**src/rtl/hep_pkg.sv**
```systemverilog
// Shared constants and types of the Huffman encoder and byte packer.
package hep_pkg;

	localparam int unsigned SYMBOL_COUNT_DEF = 256;
	localparam int unsigned MAX_CODE_LEN_DEF = 32;
	localparam int unsigned CODE_W_MAX       = 32;
	localparam int unsigned BYTE_W           = 8;
	localparam int unsigned QUEUE_DEPTH      = 4;

	// Request opcodes; the fourth code is ignored.
	localparam logic [1:0] FUNC_WRITE  = 2'd0;
	localparam logic [1:0] FUNC_ENCODE = 2'd1;
	localparam logic [1:0] FUNC_FLUSH  = 2'd2;

	// Queue status seen by both sides
	typedef struct packed {
		logic full;
		logic empty;
	} hep_q_stat_t;

endpackage

```
**src/rtl/hep_fifo.sv**
```systemverilog
// Short queue between the front end and the packer.
module hep_fifo import hep_pkg::*; #(
	parameter int unsigned WIDTH = 8,
	parameter int unsigned DEPTH = QUEUE_DEPTH
) (
	input  logic             clk,
	input  logic             arst_n,
	input  logic             push,
	input  logic [WIDTH-1:0] push_data,
	input  logic             pop,
	output logic [WIDTH-1:0] pop_data,
	output hep_q_stat_t      q_stat
);

	localparam int unsigned PTR_W = (DEPTH > 1) ? $clog2(DEPTH) : 1;

	logic [WIDTH-1:0] buf_q [DEPTH];
	logic [PTR_W-1:0] wr_ptr_q;
	logic [PTR_W-1:0] rd_ptr_q;
	logic [PTR_W:0]   cnt_q;

	assign q_stat.full  = (cnt_q == (PTR_W+1)'(DEPTH));
	assign q_stat.empty = (cnt_q == '0);
	assign pop_data     = buf_q[rd_ptr_q];

	always_ff @(posedge clk) begin
		if (push) begin
			buf_q[wr_ptr_q] <= push_data;
		end
	end

	// Pointers wrap at the depth
	always_ff @(posedge clk or negedge arst_n) begin
		if (!arst_n) begin
			wr_ptr_q <= '0;
			rd_ptr_q <= '0;
			cnt_q    <= '0;
		end else begin
			if (push) begin
				wr_ptr_q <= (wr_ptr_q == PTR_W'(DEPTH - 1)) ? '0 : wr_ptr_q + 1'b1;
			end
			if (pop) begin
				rd_ptr_q <= (rd_ptr_q == PTR_W'(DEPTH - 1)) ? '0 : rd_ptr_q + 1'b1;
			end
			cnt_q <= cnt_q + (PTR_W+1)'(push) - (PTR_W+1)'(pop);
		end
	end

endmodule

```
**config.mk**
```make
export PLATFORM = sky130hd
export DESIGN_NAME = hep_fifo
export DESIGN_NICKNAME = d
export VERILOG_FILES = /design/src/rtl/hep_pkg.sv /design/src/rtl/hep_fifo.sv
export SDC_FILE = /design/constraint.sdc
export NUM_CORES = 1
export LEC_CHECK = 0
export BUFFER_PORTS_ARGS = -buffer_cell sky130_fd_sc_hd__buf_2
export CAP_MARGIN = 20
export CORE_AREA = 2 2 65 52
export CTS_BUF_LIST = sky130_fd_sc_hd__clkbuf_16
export CTS_CLUSTER_SIZE = 16
export DETAILED_ROUTE_END_ITERATION = 10
export DIE_AREA = 0 0 67 54
export GPL_TIMING_DRIVEN = 0
export PLACE_DENSITY = 0.85
export SLEW_MARGIN = 20
export SYNTH_ARGS = -nofsm -noshare
export SYNTH_HDL_FRONTEND = slang
export SYNTH_SLANG_ARGS = --single-unit
```
**constraint.sdc**
```tcl
create_clock -name clk -period 2.5 [get_ports clk]
set_clock_uncertainty 0.05 [all_clocks]
set_input_delay 0.125 -clock clk [delete_from_list [all_inputs] [get_ports clk]]
set_output_delay 0.125 -clock clk [all_outputs]
set_load 0.01 [all_outputs]
```
# ---- Word level (Yosys, flattened, before mapping)
# Memories as Yosys holds them, arrays and structs flattened.
# Cells that the tools add are included.
dict set report op_classes {
  n_mul 0
  order_cmp 0
  n_addsub 4
  div 0
  n_mux 4
  bitwise_logic 0
  reduce_logical 1
  n_eq_ne 3
  n_shift 0
}
# op n
set ops {}
lappend ops {{$add 2x1->2 const B} 2}
lappend ops {{$eq 2x2->1 const B} 2}
lappend ops {{$mux 2} 2}
lappend ops {{$add 3x1->3} 1}
lappend ops {{$eq 3x3->1 const B} 1}
lappend ops {{$logic_not 3->1} 1}
lappend ops {{$sub 3x1->3} 1}
lappend ops {{$mux 1} 2}
dict set report word_totals {
  n_memories 1
  latchBits 0
  ff_bits 7
  out_inout_bits 10
  ramBits 32
  inputBits 12
  rom_bits 0
}
# memory depth word_bits rd rd_clocked_by_memory_dff wr line
set memory_table {}
lappend memory_table {buf_q 4 8 1 0 1 hep_fifo.sv:17} ;# logic [WIDTH-1:0] buf_q [DEPTH];

# ---- Logic depth before layout (Yosys ltp)
dict set report logic_depth {
  ltp_word 2
  ltp_mapped 7
  mapped_depth_nobuf 7
}

# ---- Worst setup path before layout
# Ideal clock, no wire load.
dict set report synth_timing {
  path_kind {reg2reg}
  startpoint {register cnt_q[0]}
  endpoint {register cnt_q[2]}
  setup_time_ns 0.123
  stages_incl_launch_ff 8
  period_less_slack_ns 1.623
  slack_ns 0.877
  n_path_buf 0
  t_arrival_ns 1.450
  cell_sequence {dfrtp_1 -> inv_1 -> ha_1 -> inv_1 -> ha_1 -> fa_1 -> xnor2_1 -> xnor2_1}
}
dict set report synth_via {
  elab_chain_cells 2
}
# item line
set synth_lines {}
lappend synth_lines {{start, declared} hep_fifo.sv:20} ;# logic [PTR_W:0] cnt_q;
lappend synth_lines {{start signal, assigned} hep_fifo.sv:45} ;# cnt_q <= cnt_q + (PTR_W+1)'(push) - (PTR_W+1)'(pop);
lappend synth_lines {{$add 3x1->3} hep_fifo.sv:45}
lappend synth_lines {{$sub 3x1->3} hep_fifo.sv:45}
# Every way passes these cells.
# A chain may end at the register's enable or synchronous reset.

# ---- Worst setup path in the final report
# Ends and elaborated chain as after synthesis.

==> results.md <==
* CTS sink count at 39
* DRT iter0 DRCs at 43
* Fin cells at 148
* Post-synth ARST share at 0.1795
* Worst-path clk slew at 0.05 ns
* Hold Crit Class: input pin to register
* Type of the worst setup path: register to register
* Setup TNS at 0 ns
* Pleak at 0.7210 nW
* Slew @ Worst Pin at 0.4492 ns
* RSZ-0062 raised after global routing: no
* Gr ovfl total at 0
* Vias in the first global route at 827
* Critical Path End Type: register
* Clock root cell: clkbuf_16
* Layout cells sized above 1 at 0.3611
* GRT Total Usage at 0.1577
* #FFs+latches synth at 39
* Die area at 3618 µm²
* P&R area growth vs syn at 19.50%
* CP required at 2.65 ns
* Total wire length at 2447 µm
* Critical path fanouts, max at 2
* Largest net degree at the start of global routing at 13
* First-pass DRT Iterations at 4
* Die height at 54 µm
* Synth cell types at 17
* Worst setup margin at 0.7766 ns
* Antenna violations before repair at 0
* Slew HR at 0.7006
* Die span in x at 67 µm
* Post-synth EDFFs at 32
* Core footprint at 3063 µm²
* Cells after Synth at 78
* Placed wire-length estimate at 1618 µm
* Post-Place Worst Slack at 0.7750 ns
* ANT cells at 0
* WL per Instance at 16.53 µm
* Worst Path Arrival at 1.87 ns
* Vias per cell at 5.385
* Post-Place Cells at 139
* Resized cells post-CTS at 0
* Worst skew pair latency at 0.27 ns
* Site row count at 18
* Starting Density at 0.5110
* Pwr Density at 1153 nW/µm²
* Post-layout min period at 1.723 ns
* Synth Area per Inst at 20.07 µm²
* Maximum clock rate at 0.5803 GHz
* H-tree Lvls at 2
* Most frequently used flop master after synthesis: edfxtp_1
* Yosys warnings at 0
* I/O pins at 22
* Final hold vios at 0
* Inserted Clock Buffers at 5
* Via Count at 797
* Peak supply drop at 0.5251 mV
* Seq/Total Area, Yosys at 0.7258
* Post-Syn Nets at 98
* Critical path launch point type: register
* Max-cap viol count at 0
* DRT antenna net count at 0
* First-pass GRT wire length at 3795 µm
* Max-slew violations at 0
* # setup viols final at 0
* Status: complete, no violations
* GPL Wtd Cong at 0.6752
* Buffers added on ports at 21
* CTS tree: built
* Nets at 127
* Max Root-Sink Buffers at 2
* Synthesized area at 1565 µm²
* Period utilization at 0.6893
* Drt drc at 0
-- per-layer routing --
metal	vias up	routed length, µm	global-route usage
met2	21	1276	0.2690
met1	417	1035	0.1867
li1	357	-	-
met4	0	14	0.06803
met3	2	121	0.05021
met5	-	0	0
-- logic make-up (layout without fill, tap and decap cells) --
group,Yosys count,count (layout),synth area share
AOI/OAI and AO/OA,2,2,0.006395
xor gates and xnor gates,2,2,0.01119
adders and majority gates,8,8,0.06874
buffers and inverters,8,38,0.02478
DFF,39,39,0.7258
muxes,10,10,0.1295
and+or+nand+nor,9,9,0.03357
-- critical path, stage by stage (launching register included) --
cell,delay (ns)
dfrtp_1,0.35
inv_1,0.06
ha_1,0.26
inv_1,0.04
ha_1,0.18
fa_1,0.38
xnor2_1,0.19
xnor2_1,0.14
-- cell type report --
cell class,count,area [µm²]
buffer,2,16.27
sequential,39,1136
clock buffer,5,125.1
timing repair buffer,22,115.1
tap,40,50.05
inverter,6,22.52
fill,231,1192
clock inverter,3,15.01
multi-input combinational,31,390.4
-- cell usage in the layout (no fill, tap or decap), types with 2 or more instances in the layout --
cell / count
mux2_2: 2
inv_1: 6
xnor2_1: 2
ha_1: 7
mux4_2: 8
and2_1: 4
buf_2: 22
o21ai_0: 2
dfrtp_1: 7
edfxtp_1: 32
clkinv_1: 2
clkbuf_16: 5
-- cell usage after synthesis, types with 2 or more instances --
library cell | instances | area share
dfrtp_1 | 7 | 0.11
xnor2_1 | 2 | 0.011
and2_1 | 4 | 0.016
inv_1 | 6 | 0.014
edfxtp_1 | 32 | 0.61
ha_1 | 7 | 0.056
mux4_2 | 8 | 0.12
mux2_2 | 2 | 0.014
o21ai_0 | 2 | 0.0064
-- registers in the layout (all words and copies together) (netlist names) --
register	count
cnt_q	3
rd_ptr_q	2
buf_q	32
wr_ptr_q	2
-- path summary, 6_finish.rpt --
kind                                    from           to  slack (ns)  cells after the start
worst max-delay path                cnt_q[0]     cnt_q[2]        0.78                      7
worst min-delay path            push_data[1]  buf_q[0][1]        0.01                      1
worst max register to register      cnt_q[0]     cnt_q[2]        0.78                      7
worst min register to register   wr_ptr_q[1]  wr_ptr_q[1]        0.57                      2
max in group asynchronous             arst_n  rd_ptr_q[1]        2.09                      2
min in group asynchronous             arst_n     cnt_q[0]        0.16                      2
-- timing repair --
item,4_1_cts,5_1_grt
endpoints found under the hold margin,7,0
hold buffers,1,0
setup buffers,0,0
-- stage by stage --
stage | instance area, µm² | utilization | hold WS (ns) | total power, W
after floorplan | 1565 | - | -0.2206 | 0.001383
after global routing | 1871 | 0.6107 | 0.01474 | 0.002278
final | 1871 | 0.6107 | 0.009547 | 0.002157
after CTS | 1871 | 0.6107 | 0.006824 | 0.002182
after detailed placement | 1720 | 0.5617 | -0.08072 | 0.001599
after global placement | 1720 | 0.5617 | -0.08772 | 0.001547
-- report_power, final --
| group | leakage (nW) | total, W | internal, W | switching, W |
|---|---|---|---|---|
| combinational | 0.279 | 0.000653 | 0.000322 | 0.000331 |
| clock | 0.0649 | 0.000583 | 0.000361 | 0.000222 |
| sequential | 0.377 | 0.000921 | 0.000859 | 0.0000619 |
Power figures use the tool's default switching activity.
