===== src/rtl/hep_pkg.sv =====
// Shared constants and types of the Huffman encoder and byte packer.
package hep_pkg;

	localparam int unsigned SYMBOL_COUNT_DEF = 256;
	localparam int unsigned MAX_CODE_LEN_DEF = 32;
	localparam int unsigned CODE_W_MAX       = 32;
	localparam int unsigned BYTE_W           = 8;
	localparam int unsigned QUEUE_DEPTH      = 4;

	// Request opcodes; the fourth code is ignored.
	localparam logic [1:0] FUNC_WRITE  = 2'd0;
	localparam logic [1:0] FUNC_ENCODE = 2'd1;
	localparam logic [1:0] FUNC_FLUSH  = 2'd2;

	// Queue status seen by both sides
	typedef struct packed {
		logic full;
		logic empty;
	} hep_q_stat_t;

endpackage


===== src/rtl/hep_back.sv =====
// Back end: bit accumulator, byte extraction, flush and output register.
module hep_back import hep_pkg::*; #(
	parameter int unsigned CODE_W = CODE_W_MAX,
	parameter int unsigned LEN_W  = 6
) (
	input  logic              clk,
	input  logic              arst_n,
	input  hep_q_stat_t       q_stat,
	input  logic              q_flush,
	input  logic [CODE_W-1:0] q_code,
	input  logic [LEN_W-1:0]  q_len,
	output logic              q_pop,
	output logic              out_valid,
	input  logic              out_ready,
	output logic [7:0]        packed_byte,
	output logic              last
);

	localparam int unsigned PEND_W = BYTE_W - 1;
	localparam int unsigned ACC_W  = CODE_W + PEND_W;
	localparam int unsigned TOT_W  = $clog2(CODE_W + BYTE_W);

	logic [ACC_W-1:0] acc_q;
	logic [TOT_W-1:0] tot_q;
	logic             out_valid_q;
	logic [7:0]       byte_q;
	logic             last_q;

	logic              out_free;
	logic              have_byte;
	logic [2:0]        cnt;
	logic [PEND_W-1:0] pend;
	logic [ACC_W-1:0]  acc_new;
	logic [TOT_W-1:0]  tot_new;
	logic [TOT_W-1:0]  sh;
	logic [ACC_W-1:0]  acc_sh;
	logic [3:0]        fl_sh;
	logic [7:0]        flush_byte;
	logic              emit;
	logic [7:0]        emit_byte;
	logic              emit_last;
	logic              load;
	logic              clear;

	assign out_free  = !out_valid_q || out_ready;
	assign have_byte = int'(tot_q) >= int'(BYTE_W);
	assign cnt       = tot_q[2:0];

	// Pending bits, masked to the count
	always_comb begin
		for (int i = 0; i < int'(PEND_W); i++) begin
			pend[i] = acc_q[i] && (i < int'(cnt));
		end
	end

	// Append a code below the pending bits
	assign acc_new = (ACC_W'(pend) << q_len) | ACC_W'(q_code);
	assign tot_new = TOT_W'(cnt) + TOT_W'(q_len);

	// Oldest complete byte of the accumulator
	assign sh     = tot_q - TOT_W'(BYTE_W);
	assign acc_sh = acc_q >> sh;

	// Zero padded final byte
	assign fl_sh      = 4'(BYTE_W) - 4'(cnt);
	assign flush_byte = 8'({1'b0, pend} << fl_sh);

	// Drain bytes first, then take the next queue entry
	always_comb begin
		q_pop     = 1'b0;
		emit      = 1'b0;
		emit_byte = acc_sh[7:0];
		emit_last = int'(tot_q) < int'(2 * BYTE_W);
		load      = 1'b0;
		clear     = 1'b0;
		priority if (have_byte) begin
			emit = out_free;
		end else if (!q_stat.empty) begin
			if (q_flush) begin
				if (cnt == 3'd0) begin
					q_pop = 1'b1;
				end else if (out_free) begin
					q_pop     = 1'b1;
					emit      = 1'b1;
					emit_byte = flush_byte;
					emit_last = 1'b1;
					clear     = 1'b1;
				end
			end else begin
				q_pop = 1'b1;
				load  = 1'b1;
			end
		end
	end

	always_ff @(posedge clk or negedge arst_n) begin
		if (!arst_n) begin
			tot_q <= '0;
		end else if (load) begin
			tot_q <= tot_new;
		end else if (clear) begin
			tot_q <= '0;
		end else if (emit) begin
			tot_q <= sh;
		end
	end

	always_ff @(posedge clk) begin
		if (load) begin
			acc_q <= acc_new;
		end
	end

	// Output register
	always_ff @(posedge clk or negedge arst_n) begin
		if (!arst_n) begin
			out_valid_q <= 1'b0;
		end else if (emit) begin
			out_valid_q <= 1'b1;
		end else if (out_ready) begin
			out_valid_q <= 1'b0;
		end
	end

	always_ff @(posedge clk) begin
		if (emit) begin
			byte_q <= emit_byte;
			last_q <= emit_last;
		end
	end

	assign out_valid   = out_valid_q;
	assign packed_byte = byte_q;
	assign last        = last_q;

endmodule


===== config.mk =====
export PLATFORM = sky130hd
export DESIGN_NAME = hep_back
export DESIGN_NICKNAME = d
export VERILOG_FILES = /design/src/rtl/hep_pkg.sv /design/src/rtl/hep_back.sv
export SDC_FILE = /design/constraint.sdc
export NUM_CORES = 1
export LEC_CHECK = 0
export BUFFER_PORTS_ARGS = -buffer_cell sky130_fd_sc_hd__buf_2
export CORE_MARGIN = 2
export CORE_UTILIZATION = 45
export DETAILED_ROUTE_END_ITERATION = 10
export GPL_TIMING_DRIVEN = 0
export PLACE_DENSITY = 0.74
export SLEW_MARGIN = 20
export SYNTH_ARGS = -nofsm -noshare
export SYNTH_HDL_FRONTEND = slang
export SYNTH_SLANG_ARGS = --single-unit

===== constraint.sdc =====
create_clock -name clk -period 8.7 [get_ports clk]
set_input_delay 0.435 -clock clk [delete_from_list [all_inputs] [get_ports clk]]
set_output_delay 0.435 -clock clk [all_outputs]
set_load 0.02 [all_outputs]

[Word-level counts from Yosys, hierarchy flattened]
Index checks and enable logic that the tools add are counted.
Word-level totals
  bits in registers: 55
  input bits: 44
  output and inout port bits: 11
  word-level logic and storage cells: 61
Cells by class
  add/sub/neg operators: 3
  $lt $le $gt $ge: 9
  shift operators: 3
  mux-type cells: 28
  bitwise logic cells: 1
  reduce and logical (&&, ||, !) cells: 12
Operators by type and width (count)
  8-bit two-way mux: 5
  39-bit by 32-bit bitwise OR with 39-bit output: 1
  7-bit by 6-bit left shift with 39-bit output: 1
  39-bit by 6-bit right shift with 8-bit output: 1
  1-bit two-way mux: 20
  6-bit two-way mux: 3
  3-bit less-than comparator (first input constant): 3
  7-bit by 4-bit left shift with 8-bit output: 1
  1-bit logical AND: 7
  3-bit by 6-bit adder with 6-bit output: 1
  6-bit by 4-bit >= comparator with 1-bit output (second input constant): 1
  1-bit by 3-bit less-than comparator with 1-bit output (first input constant): 2
  2-bit by 3-bit less-than comparator with 1-bit output (first input constant): 2
  6-bit by 5-bit less-than comparator with 1-bit output (second input constant): 1
  6-bit by 4-bit subtractor with 6-bit output (second input constant): 1
  4-bit by 3-bit subtractor with 4-bit output (first input constant): 1
  3-bit logical NOT: 1
  3-bit nonzero test: 1
  2-bit nonzero test: 1
  1-bit logical NOT: 1
  1-bit logical OR: 1

[Logic depth before layout (Yosys ltp)]
Gate-level depths: netlist of the first run.
  depth in word-level cells: 10
  depth in mapped cells: 12
  mapped depth without buffers: 8

[Worst setup path before layout of the first run]
OpenSTA, ideal clock, no wires.
  kind: flip-flop to flip-flop
  start point: reg tot_q[0]
  end point: reg tot_q[2]
  library setup time: 124 ps
  arrival: 3091 ps
  required time: 8576 ps
  path slack: 5485 ps
  cell stages (with the launch flop): 12
  path buffers: 3
  period minus slack after synthesis: 3215 ps
  cell sequence: dfrtp_1 > buf_6 > buf_4 > inv_1 > buf_2 > ha_1 > nand3b_1 > nand3b_2 > or2_2 > inv_1 > nor2_1 > a22o_1
Between the ends
  elaborated cells between the ends (all ways): 14
  classes of those cells: 2 x add/sub; 1 x order compare; 9 x mux; 2 x reduce/logical
RTL lines
  from (decl): RTL line hep_back.sv:24  | logic [TOT_W-1:0] tot_q;
  from (signal assigned): RTL line hep_back.sv:100  | tot_q <= tot_new;
  from (signal assigned): RTL line hep_back.sv:104  | tot_q <= sh;
  6-bit by 4-bit >= comparator with 1-bit output (*): RTL line hep_back.sv:46  | assign have_byte = int'(tot_q) >= int'(BYTE_W);
  1-bit two-way mux (*): RTL line hep_back.sv:76  | priority if (have_byte) begin
  named net load: RTL line hep_back.sv:42  | logic load;
  3-bit nonzero test (no line) or 6-bit two-way mux (tied branches)
Mark *: on every way through the listed nets, which the timed path passes. The rest lies on a longest branch. The select of a mux whose other input is x is not followed.
A chain may end at the register's enable or synchronous reset.

[Final worst setup path of the first run]
  start point: reg tot_q[3]
  end point: reg byte_q[6] (netlist: packed_byte[6]), data pin
Between the ends
  word-level cells in the longest chain between the ends: 7
  elaborated cells between the ends (all ways): 8
  classes of those cells: 1 x add/sub; 1 x order compare; 1 x shift; 5 x mux
Ends and longest elaborated chain
  6-bit by 4-bit subtractor with 6-bit output: RTL line hep_back.sv:61  | assign sh = tot_q - TOT_W'(BYTE_W);
  39-bit by 6-bit right shift with 8-bit output: RTL line hep_back.sv:62  | assign acc_sh = acc_q >> sh;
  8-bit two-way mux: RTL line hep_back.sv:82  | end else if (out_free) begin
  8-bit two-way mux: RTL line hep_back.sv:80  | if (cnt == 3'd0) begin
  8-bit two-way mux: RTL line hep_back.sv:79  | if (q_flush) begin
  8-bit two-way mux: RTL line hep_back.sv:78  | end else if (!q_stat.empty) begin
  8-bit two-way mux (*): RTL line hep_back.sv:76
  named net emit_byte[6]: RTL line hep_back.sv:40  | logic [7:0] emit_byte;
  to (signal assigned): RTL line hep_back.sv:127  | byte_q <= emit_byte;
  to (decl): RTL line hep_back.sv:26  | logic [7:0] byte_q;
Mark *: on every way through the listed nets, which the timed path passes. The rest lies on a longest branch.

==> results of run 1 <==
cells in the final DEF (no fill, tap or decap), types with 7 or more instances in the layout:
master / Yosys / final
a21o_1: 10 / 10
a21oi_1: 18 / 18
a221o_1: 12 / 12
a22o_1: 8 / 8
a31oi_1: 8 / 8
buf_2: 11 / 61
buf_6: 7 / 7
clkbuf_1: 16 / 16
dfrtp_1: 7 / 7
edfxtp_1: 48 / 48
ha_1: 7 / 7
inv_1: 14 / 13
mux2_2: 11 / 11
mux2i_1: 34 / 34
mux4_2: 33 / 33
nand2_1: 41 / 41
nand3_1: 19 / 19
nor2_1: 28 / 28
nor3_1: 11 / 11
o21ai_0: 17 / 17
worst register-to-register path, stage by stage, from the launching register on:
cell and delay [ns]:
dfrtp_1 0.40, buf_2 0.20, inv_1 0.09, clkbuf_1 0.39, ha_1 0.33, clkbuf_1 0.26, nand2_1 0.25, a31oi_1 0.11
a2111oi_0 0.82, o22ai_1 0.19
report_power, final:
part	total [mW]	internal (mW)	switching, mW
registers	0.401	0.366	0.0357
logic	1.28	0.518	0.764
clock network	0.162	0.0615	0.101
cells in the mapped netlist, drive strengths merged (7+ instances only):
| cell type | instances | area share [%] |
|---|---|---|
| edfxtp | 48 | 29 |
| nand2 | 41 | 3.1 |
| mux2i | 34 | 6.8 |
| mux4 | 33 | 15 |
| nor2 | 28 | 2.1 |
| buf | 25 | 3.6 |
| nand3 | 19 | 1.9 |
| a21oi | 18 | 1.8 |
| o21ai | 18 | 1.8 |
| clkbuf | 16 | 1.2 |
| inv | 15 | 1.1 |
| nor3 | 13 | 1.6 |
| a221o | 12 | 2.4 |
| mux2 | 12 | 2.7 |
| a21o | 11 | 1.7 |
| a22o | 8 | 1.4 |
| a31oi | 8 | 1.0 |
| dfrtp | 7 | 3.5 |
| ha | 7 | 1.8 |
path summary, 6_finish.rpt:
kind                                                 end  slack, ns  cells past startpoint
worst max-delay path            packed_byte[6]$_DFFE_PP_       5.38                      9
worst min-delay path                  acc_q[1]$_DFFE_PP_       0.35                      2
worst max register to register  packed_byte[6]$_DFFE_PP_       5.38                      9
worst min register to register      tot_q[4]$_DFFE_PN0P_       0.65                      2
max in group asynchronous           tot_q[3]$_DFFE_PN0P_       8.08                      2
min in group asynchronous           tot_q[1]$_DFFE_PN0P_       0.46                      2
per-stage QoR:
stage	utilization, %	hold WS [ns]	total power [mW]
global route	51.3	0.360	1.96
finish	51.3	0.355	1.85
detailed placement	50.2	0.279	1.65
floorplan	-	0.139	1.33
CTS	51.2	0.353	1.81
global placement	50.0	0.268	1.64
cell families (layout without fill, tap and decap cells):
| kind of cell | after synthesis | count (layout) | share of synthesized area (%) |
|---|---|---|---|
| AOI/OAI and AO/OA | 134 | 134 | 20.0 |
| xor gates and xnor gates | 7 | 7 | 1.23 |
| adders and majority gates | 8 | 8 | 2.15 |
| buffers and inverters | 57 | 117 | 5.99 |
| DFF | 55 | 55 | 32.4 |
| muxes | 79 | 79 | 24.4 |
| and+or+nand+nor | 137 | 137 | 13.8 |
area by class of cell:
type | instances | area (um2)
fillers | 986 | 5280
clock buffers | 5 | 68.8
multi-input cells | 365 | 3090
clock inverters | 3 | 33.8
plain buffers | 41 | 239
well taps | 140 | 175
repair buffers | 52 | 280
flip-flops and latches | 55 | 1620
inverters | 16 | 60.1
per-layer routing:
| metal | GRT usage (%) | part of all wire [%] | vias up |
|---|---|---|---|
| met4 | 12.8 | 5.6 | 0 |
| met3 | 4.21 | 7.8 | 62 |
| met5 | 0 | 0 | - |
| met1 | 35.6 | 41 | 2109 |
| met2 | 44.6 | 46 | 303 |
| li1 | - | - | 2017 |
flip-flops by register name (all words and copies together), names as in the netlist:
register and flops:
last 1, acc_q 39, tot_q 6, out_valid 1, packed_byte 8
==> summary.txt, run 1 <==
======================================================================================================
Warning count from the yosys run                                                                     0
TritonRoute pass-1 iters                                                                             5
Initial core utilization                                                                         46.1%
Clock root buffer                                                                             clkbuf_8
Worst Hold Class                                                                                in2reg
Post-synth ARST share                                                                            12.7%
Outcome                                                                                   finished clean
Number of hold violations in the final report                                                        0
Number of DRC markers in iteration 0                                                               464
Vias                                                                                              4491
Dominant register cell in the synthesized netlist                                             edfxtp_1
Via count normalized by instance count                                                            6.63
Overflow left after global routing                                                                   0
Number of maximum-capacitance constraint violations                                                  0
HPWL Detailed                                                                                  12.3 mm
Arrival time worst endpoint                                                                    3.36 ns
P per Cell Area                                                                             332 nW/um2
Total number of H-tree levels                                                                        2
Area growth from synthesis to layout                                                             11.3%
Number of gates resized after CTS                                                                    0
Count of flip-flops with a built-in enable after synthesis                                          48
Post-Syn Area per Cell                                                                        10.5 um2
Post-CTS Hold Fix Bufs                                                                               1
Post-route insts no fill                                                                           677
Final routed wirelength across all metal layers                                                15.5 mm
Num CTS Buffers                                                                                      5
Antenna viol nets, final                                                                             0
Cells along the critical path                                                             buf_2 -> inv_1 -> clkbuf_1 -> ha_1 -> clkbuf_1 -> nand2_1 -> a31oi_1 -> a2111oi_0 -> o22ai_1
#FFs+latches synth                                                                                  55
Die X                                                                                           109 um
Critical path origin                                                                      tot_q[3]$_DFFE_PN0P_
Maximum count of clock buffers along a single path                                                   2
Cell family with the largest share of critical-path delay                                 compound AO/OA/AOI/OAI gates
Total routing usage reported by global routing                                                   27.3%
Share of the cycle needed by the critical path after routing                                     38.1%
Setup Fix Bufs, Post-CTS                                                                             0
Most common cell on crit path                                                                 clkbuf_1
Chip height                                                                                     109 um
Total Die Area                                                                               12000 um2
Area of the core region                                                                      10800 um2
Instance count of the mapped netlist                                                               477
Clock tree from TritonCTS                                                                         done
Peak supply drop                                                                              0.151 mV
Fraction of layout instances using a drive strength above 1                                      26.1%
Maximum number of pins on one net before global-route repair                                        40
Final setup vio count                                                                                0
Final design instance area without fill                                                       5560 um2
Dpl cell area                                                                                 5440 um2
Tightest Pin Transition                                                                        1.10 ns
Setup slack at placement                                                                       5.23 ns
Worst-path fanout max                                                                               10
Cell at the slowest stage of the critical path                                               a2111oi_0
Row count                                                                                           38
Worst Path Class, Setup                                                                        reg2reg
Crit path largest cell delay                                                                   0.82 ns
Wire length of the first global-routing pass                                                   24.5 mm
Crit path buf inv count                                                                              4
Number of cells in the design after placement                                                      668
Number of buffers inserted by port buffering                                                        50
Post-synth cell types                                                                               76
Type of element capturing the critical path                                                   register
Final-layout setup total negative slack                                                           0 ns
Static power due to leakage                                                                    2.07 nW
NumNets Final                                                                                      588
Antenna violations before repair                                                                     0
Clock latency on the worst-skew pair                                                           0.32 ns
Required time at the endpoint of the critical path                                             8.74 ns
Max_slew headroom                                                                                26.1%
Post-Syn Area                                                                                 4990 um2
Count of inserted antenna diode cells                                                                0
Vias in the first global route                                                                    4479
Worst clock skew                                                                            0.00765 ns
WL/cell                                                                                        22.8 um
Setup repair after global routing missed its margin                                                 no
Net count after synthesis                                                                          529
Hold Startpoint                                                                              q_code[1]
Clock transition at the register clock pins on the worst setup and hold paths after CTS        0.11 ns
Final estimated routing congestion in global placement                                           0.987
Startpoint types                                                                              register
Final worst slack                                                                              5.38 ns
Clock period minus final worst setup slack                                                     3.32 ns
Maximum clock rate                                                                             301 MHz
Worst reg2reg path startpoint                                                             tot_q[3]$_DFFE_PN0P_
Pins Over Slew Limit                                                                                 0
Share of the yosys chip area belonging to registers                                              32.4%
Num ports                                                                                           55
# DRC                                                                                                0
Sinks on the clock net                                                                              55
======================================================================================================
Power figures use the tool's default switching activity.
==> inputs of run 2 (changes only) <==
==> constraint.sdc (replaced) <==
create_clock -name clk -period 3.1 [get_ports clk]
set_input_delay 0.155 -clock clk [delete_from_list [all_inputs] [get_ports clk]]
set_output_delay 0.155 -clock clk [all_outputs]
set_load 0.02 [all_outputs]
==> run 2 against run 1 <==
  * Count of clock-buffer cells in the layout unchanged
  * Non-clock buffer count decreased by 2
  * Clock power increased to 2.9 times the previous value
  * Sequential power increased to 2.8 times the previous value
  * Critical path type unchanged
  * Largest power group unchanged
  * Highest routed layer unchanged
==> summary.txt, run 2 (synthesis gave the netlist of run 1 again) <==
======================================================================================================
Final-layout setup total negative slack                                                           0 ns
Area of the core region                                                                      10800 um2
Internal cell power                                                                            2.69 mW
Worst Path Class, Setup                                                                        reg2reg
Final routed wirelength across all metal layers                                                15.8 mm
Clock tree from TritonCTS                                                                         done
Switching power                                                                                2.54 mW
Total routing usage reported by global routing                                                   27.8%
Worst Hold Class                                                                                in2reg
Peak supply drop                                                                              0.554 mV
Num CTS Buffers                                                                                      5
Tightest Pin Transition                                                                       0.947 ns
Antenna viol nets, final                                                                             0
Setup repair after global routing missed its margin                                                 no
Most frequent standard cell in the layout excluding fill and tap cells                           buf_2
Top library cells by usage in the layout, fill and taps aside                             buf_2, edfxtp_1, nand2_1, mux2i_1, mux4_2
Largest register FFs                                                                                39
Max_slew headroom                                                                                36.3%
Wire length of the first global-routing pass                                                   24.6 mm
Gate power share                                                                                 69.7%
Clock root buffer                                                                             clkbuf_8
Share of the cycle needed by the critical path after routing                                     94.2%
Die X                                                                                           109 um
Type of element capturing the critical path                                                   register
Fraction of layout instances using a drive strength above 1                                      27.5%
WL/cell                                                                                        23.3 um
Area growth from synthesis to layout                                                             11.9%
Maximum count of clock buffers along a single path                                                   2
Number of buffers inserted by port buffering                                                        50
Register-to-register path setup slack                                                          0.18 ns
Cells on worst reg2reg path                                                                          8
Worst clock skew                                                                            0.00830 ns
Switching share of power                                                                         48.6%
Number of hold violations in the final report                                                        0
# DRC                                                                                                0
Num ports                                                                                           55
Cells on Worst Hold Path                                                                             2
Initial core utilization                                                                         46.1%
Hold slack                                                                                   0.0522 ns
NumNets Final                                                                                      589
Multi-input logic area                                                                        3100 um2
Antenna violations before repair                                                                     0
Sinks on the clock net                                                                              55
Number of maximum-capacitance constraint violations                                                  0
Sequential share of power                                                                        21.4%
Final core area utilization                                                                      51.6%
Total number of H-tree levels                                                                        2
Static power due to leakage                                                                    2.07 nW
Combined flip-flop and latch cell area                                                        1620 um2
TritonRoute pass-1 iters                                                                             5
Via count normalized by instance count                                                            6.67
Arrival time worst endpoint                                                                    3.09 ns
Total Die Area                                                                               12000 um2
Row count                                                                                           38
Clock transition at the register clock pins on the worst setup and hold paths after CTS        0.12 ns
HPWL Detailed                                                                                  12.4 mm
Dpl cell area                                                                                 5420 um2
Clock network fraction of total power                                                             8.9%
Worst flop-to-flop path endpoint                                                          packed_byte[2]$_DFFE_PP_
Filler instances                                                                                   987
Required time at the endpoint of the critical path                                             3.26 ns
Worst reg2reg path startpoint                                                             tot_q[3]$_DFFE_PN0P_
Clock period minus final worst setup slack                                                     2.92 ns
Overflow left after global routing                                                                   0
Final setup vio count                                                                                0
Maximum number of pins on one net before global-route repair                                        21
Vias                                                                                              4520
Startpoint types                                                                              register
P per Cell Area                                                                             936 nW/um2
Worst-path fanout max                                                                               11
Outcome                                                                                   finished clean
Worst hold path endpoint                                                                  acc_q[14]$_DFFE_PP_
Final design instance area without fill                                                       5590 um2
Number of DRC markers in iteration 0                                                               469
Register name with the most flops                                                                acc_q
Post-route insts no fill                                                                           678
Clock latency on the worst-skew pair                                                           0.34 ns
Pins Over Slew Limit                                                                                 0
Hold Startpoint                                                                             q_code[14]
Final estimated routing congestion in global placement                                           0.935
Maximum clock rate                                                                             342 MHz
Vias in the first global route                                                                    4374
Number of cells in the design after placement                                                      667
Count of inserted antenna diode cells                                                                0
Chip height                                                                                     109 um
======================================================================================================
-- run 2: cell types whose count changed in the layout (fill, tap and decap cells not counted), sizes merged --
cell / delta
clkinvlp: +4
buf: -1
clkbuf: -1
clkinv: -1
-- run 2: power groups by stage --
stage               logic [mW]  clock network (mW)  registers [mW]
finish                    3.65               0.464            1.12
global route              3.91               0.487            1.14
CTS                       3.55               0.461            1.13
detailed placement        3.50                   0            1.15
global placement          3.48                   0            1.14
floorplan                 2.54                   0            1.20
-- run 2: final cells by class --
cell class                 instances  area share [%]
clock inverter                     3           0.515
timing repair buffer              54            5.06
tap                              140            3.13
sequential                        55            28.9
inverter                          16            1.14
multi-input combinational        365            55.5
buffer                            37            4.12
clock buffer                       5            1.23
timing repair inverter             3           0.403
-- run 2: routing by layer --
| metal | vias to the layer above | global-route usage (%) | part of all wire (%) |
|---|---|---|---|
| met1 | 2149 | 36.4 | 40 |
| met4 | 0 | 13.6 | 5.3 |
| met3 | 56 | 4.33 | 8.4 |
| met2 | 296 | 44.9 | 46 |
| met5 | - | 0 | 0 |
| li1 | 2019 | - | - |
-- run 2: worst max-delay path by stage --
stage / slack [ns] / to / startpoint
global route: 0.04 / packed_byte[7]$_DFFE_PP_ / tot_q[0]$_DFFE_PN0P_
CTS: -0.00001 / packed_byte[7]$_DFFE_PP_ / tot_q[0]$_DFFE_PN0P_
detailed placement: -0.37 / tot_q[0]$_DFFE_PN0P_ / tot_q[0]$_DFFE_PN0P_
finish: 0.18 / packed_byte[2]$_DFFE_PP_ / tot_q[3]$_DFFE_PN0P_
floorplan: 0.30 / tot_q[2]$_DFFE_PN0P_ / tot_q[0]$_DFFE_PN0P_
global placement: -0.39 / packed_byte[5]$_DFFE_PP_ / tot_q[0]$_DFFE_PN0P_
-- run 2: timing repair --
action / 4_1_cts / 5_1_grt
endpoints found under the setup margin: 57 / 20
cloned: 3 / 0
resized for setup: 9 / 5
buffers inserted: 1 / 2
pin swaps: 1 / 0
hold buffers: 1 / 0
endpoints found under the hold margin: 7 / 0
-- run 2: metrics by stage --
stage          total power, mW  worst slack (ns)
6_report                  5.23             0.179
5_1_grt                   5.54            0.0397
4_1_cts                   5.14        -0.0000135
3_5_place_dp              4.65            -0.373
3_3_place_gp              4.62            -0.389
2_1_floorplan             3.74             0.298
-- run 2: worst max-delay path, cell delays in order (launching register included) --
cell,delay [ns]
dfrtp_1,0.38
buf_2,0.26
inv_1,0.23
ha_1,0.31
xnor2_1,0.51
nand2_1,0.28
nor3_1,0.37
a31oi_1,0.13
a32oi_1,0.26
